===== src/design/salc_pkg.sv =====
// salc_pkg: shared constants and types for the set-associative cache core
// no dependencies
`timescale 1ns / 1ps
package salc_pkg;
  localparam int MAX_SETS = 256;
  localparam int WAYS = 4;
  localparam int WAY_W = (WAYS > 1) ? $clog2(WAYS) : 1;
  localparam int SET_W = (MAX_SETS > 1) ? $clog2(MAX_SETS) : 1;
  localparam int SET_LIM = $clog2(MAX_SETS + 1) - 1;
  localparam int AGE_W = WAY_W;
  localparam int LN_W = 61;
  localparam int TAG_W = 63;
  localparam int ADDR_W = 64;
  localparam int CFG_W = 4;
  localparam int LB_MIN = 3;
  localparam int LB_MAX = 12;
  localparam logic [0:0] REG_SET_BITS = 1'b0;
  localparam logic [0:0] REG_LINE_BITS = 1'b1;

  typedef logic [TAG_W-1:0] tag_t;
  typedef logic [AGE_W-1:0] age_t;
  typedef tag_t [WAYS-1:0] tag_row_t;
  typedef age_t [WAYS-1:0] age_row_t;

  typedef struct packed {
    logic           we;
    logic [SET_W-1:0] waddr;
    tag_row_t       tags;
    age_row_t       ages;
  } row_wr_t;
endpackage


===== src/design/salc_update.sv =====
// salc_update: lookup, victim choice and lru update on one set row
// uses salc_pkg
`timescale 1ns / 1ps
module salc_update import salc_pkg::*; (
  input  tag_row_t        tags,
  input  age_row_t        ages,
  input  logic            op,
  input  logic [LN_W-1:0] line,
  output logic            hit,
  output tag_t            victim,
  output tag_row_t        tags_next,
  output age_row_t        ages_next
);
  logic [WAY_W-1:0] hway;
  logic [WAY_W-1:0] vway;
  logic [WAY_W-1:0] way;
  age_t             t;

  always_comb begin
    hit  = 1'b0;
    hway = '0;
    for (int i = WAYS - 1; i >= 0; i--) begin
      if (tags[i][62] && tags[i][LN_W-1:0] == line) begin
        hit  = 1'b1;
        hway = WAY_W'(i);
      end
    end
    vway = '0;
    for (int i = 1; i < WAYS; i++) begin
      if (ages[i] > ages[vway]) vway = WAY_W'(i);
    end
    way    = hit ? hway : vway;
    victim = tags[vway];
    t      = ages[way];
    tags_next = tags;
    if (hit) begin
      if (op) tags_next[way][61] = 1'b1;
    end else begin
      tags_next[way] = {1'b1, op, line};
    end
    for (int i = 0; i < WAYS; i++) begin
      ages_next[i] = (ages[i] < t) ? ages[i] + age_t'(1) : ages[i];
    end
    ages_next[way] = '0;
  end
endmodule


===== config.mk =====
export PLATFORM = sky130hd
export DESIGN_NAME = salc_update
export DESIGN_NICKNAME = d
export VERILOG_FILES = /design/src/design/salc_pkg.sv /design/src/design/salc_update.sv
export SDC_FILE = /design/constraint.sdc
export NUM_CORES = 1
export LEC_CHECK = 0
export ABC_CLOCK_PERIOD_IN_PS = 5400
export BUFFER_PORTS_ARGS = -buffer_cell sky130_fd_sc_hd__buf_2
export CORE_AREA = 2 2 249 251
export DETAILED_ROUTE_END_ITERATION = 8
export DIE_AREA = 0 0 251 253
export GPL_ROUTABILITY_DRIVEN = 0
export PLACE_DENSITY_LB_ADDON = 0.1
export RECOVER_POWER = 50
export SLEW_MARGIN = 20
export SYNTH_ARGS = -nofsm -noshare
export SYNTH_HDL_FRONTEND = slang
export SYNTH_SLANG_ARGS = --single-unit

===== constraint.sdc =====
create_clock -name vclk -period 5.4
set_input_delay 0.27 -clock vclk [all_inputs]
set_output_delay 0.27 -clock vclk [all_outputs]
set_load 0.1 [all_outputs]

==> impl_metrics.env <==
export IMPL_dp_slack_ns=0.367
export IMPL_worstSetupStartpointType="primary input"
export IMPL_final_util_pct=23.4
export IMPL_areaGrowthSynthToFinish_pct=66.1
export IMPL_start_util_pct=14.1
export IMPL_fp_dieW_um=251
export IMPL_routed_wl_met3_um=3800
export IMPL_grt_pass1_vias=11356
export IMPL_critPathTopFamily="compound AO/OA/AOI/OAI gates"
export IMPL_die_area_um2=63500
export IMPL_routed_wl_um=76100
export IMPL_yosysMostFrequentCell="mux2_2"
export IMPL_cpMaxStageDelayCell="o31ai_1"
export IMPL_synth_top_area_share_pct=27.7
export IMPL_post_cts_setup_buffer_count=0
export IMPL_num_io_pins=646
export IMPL_maxCapViolations=0
export IMPL_period_share_pct=93.5
export IMPL_max_freq_ghz=0.198
export IMPL_synth_area_leaders="mux2_2, xnor2_1, o21ai_0"
export IMPL_hpwlAfterDp_um=66100
export IMPL_seqCellArea_um2=0
export IMPL_syn_inst=1192
export IMPL_min_path_type="primary input to output port"
export IMPL_p_per_area_nw_per_um2=617
export IMPL_grt_pass1_wl_um=99600
export IMPL_wl_per_cell_um=30.0
export IMPL_crit_fanout=28
export IMPL_viasPerCell=4.43
export IMPL_syn_area_um2=8580
export IMPL_p_leak_nw=6.31
export IMPL_cpMostUsedCell="ha_1"
export IMPL_drive_gt1_share_pct=48.2
export IMPL_slew_limit_headroom_pct=16.5
export IMPL_arrival_ns=4.78
export IMPL_postRouteAntennaNets=0
export IMPL_seq_cell_count=0
export IMPL_num_rows=91
export IMPL_nets=2083
export IMPL_clkbuf_count=0
export IMPL_hold_viol=0
export IMPL_grt_overflow_total=0
export IMPL_path_cells="buf_2 -> inv_1 -> ha_1 -> nor2_1 -> o22ai_4 -> nand2_1 -> o21ai_1 -> ha_1 -> nor2b_1 -> o21ai_4 -> o211ai_1 -> o21ai_0 -> ha_1 -> a21oi_2 -> a21oi_4 -> o31ai_1 -> a21oi_4 -> buf_4 -> nor2b_2 -> buf_12 -> mux2_2 -> clkbuf_2"
export IMPL_synth_area_per_cell_um2=7.20
export IMPL_status="completed"
export IMPL_routed_top_layer="met5"
export IMPL_antenna_found_initial=6
export IMPL_critPathBufInv=5
export IMPL_drc=0
export IMPL_synth_common_cells="mux2_2, xnor2_1, o21ai_0"
export IMPL_fin_crit_ns=5.05
export IMPL_synth_nets=1525
export IMPL_critPathCaptureType="output port"
export IMPL_setup_viol=0
export IMPL_vias=11250
export IMPL_dr_pass1_iters=5
export IMPL_synth_top_cell_by_area="mux2_2"
export IMPL_worst_pin_slew_ns=1.26
export IMPL_m1WireLength_um=32800
export IMPL_synth_cell_type_count=44
export IMPL_setup_ws_ns=0.354
export IMPL_core_region_area_um2=61000
export IMPL_worstPathRequired_ns=5.13
export IMPL_grt_max_degree=93
export IMPL_ys_seq_area_share_pct=0
export IMPL_worstSetupPathType="primary input to output port"
export IMPL_die_y_um=253
export IMPL_yosys_warnings=0
export IMPL_rsz0062_at_grt="no"
export IMPL_wl_met2_um=38400
export IMPL_max_stage_delay_ns=0.38
export IMPL_grt_use_total_pct=22.7
export IMPL_power_total_w=0.00880
export IMPL_ir_drop_mv=0.291
export IMPL_io_buffers=646
export IMPL_drtIter0Drc=554
export IMPL_final_max_slew_viol_count=0
[area by class of cell]
class,instances,area (um2)
inverter,60,225
tap,790,988
multi-input combinational,1005,7950
timing repair buffer,683,5090
antenna,1,2.50
fill,6925,46800
[layer usage]
layer  global-route usage [%]  vias to the layer above
met4                     2.91                        6
met2                     41.3                      431
met3                     3.14                       41
li1                         -                     5308
met1                     28.9                     5464
met5                        0                        -
[cell families after synthesis]
| group | after synthesis | synth area share [%] |
|---|---|---|
| adders and majority gates | 11 | 1.60 |
| AOI/OAI and AO/OA | 215 | 14.6 |
| and+or+nand+nor | 293 | 17.0 |
| buffers and inverters | 187 | 9.76 |
| xor gates and xnor gates | 196 | 20.0 |
| muxes | 290 | 37.1 |
[power breakdown]
part	leakage [nW]	total, W	internal (W)	switching (W)
logic	6.31	0.00880	0.00203	0.00678
clock network	0.00000634	0.0000000000248	0.0000000000248	0
registers	0	0	0	0
[final timing paths]
| kind | startpoint | to | cells past startpoint |
|---|---|---|---|
| max | ages[3] | tags_next[156] | 22 |
| min | tags[188] | tags_next[188] | 3 |
[placed cells by master (no fill, tap or decap), drive strengths merged, types with 3 or more instances in the layout]
cell type / instances
buf: 620
mux2: 223
xnor2: 157
o21ai: 152
nand2: 134
mux2i: 67
clkbuf: 63
inv: 60
nand4: 45
xor2: 39
nand2b: 24
nor4: 24
nor2b: 21
o22ai: 18
nand3: 17
nor2: 13
ha: 11
o211ai: 7
o2111ai: 6
a21oi: 6
or3: 5
o221ai: 4
a2111o: 4
a311oi: 4
or2: 4
o2bb2ai: 3
a221oi: 3
and2: 3
[through the flow]
step	setup TNS (ns)	cells	hold WS [ns]	area (um2)
after floorplan	-0.683	1192	0.879	8770
after global placement	0	2538	0.983	14900
after detailed placement	0	2538	0.987	14900
after CTS	0	2538	0.987	14900
after global routing	0	2539	0.990	14300
final	0	2539	0.969	14300
[repair_timing]
action,in CTS,in global routing
endpoints found under the setup margin,0,1
hold buffers,0,0
gates resized for setup,0,1
[worst min-delay path: cells and delay by family]
family	cells	cell delay, ns
and+or+nand+nor	1	0.14
buffers and inverters	2	0.29
(Power assumes the default switching activity.)
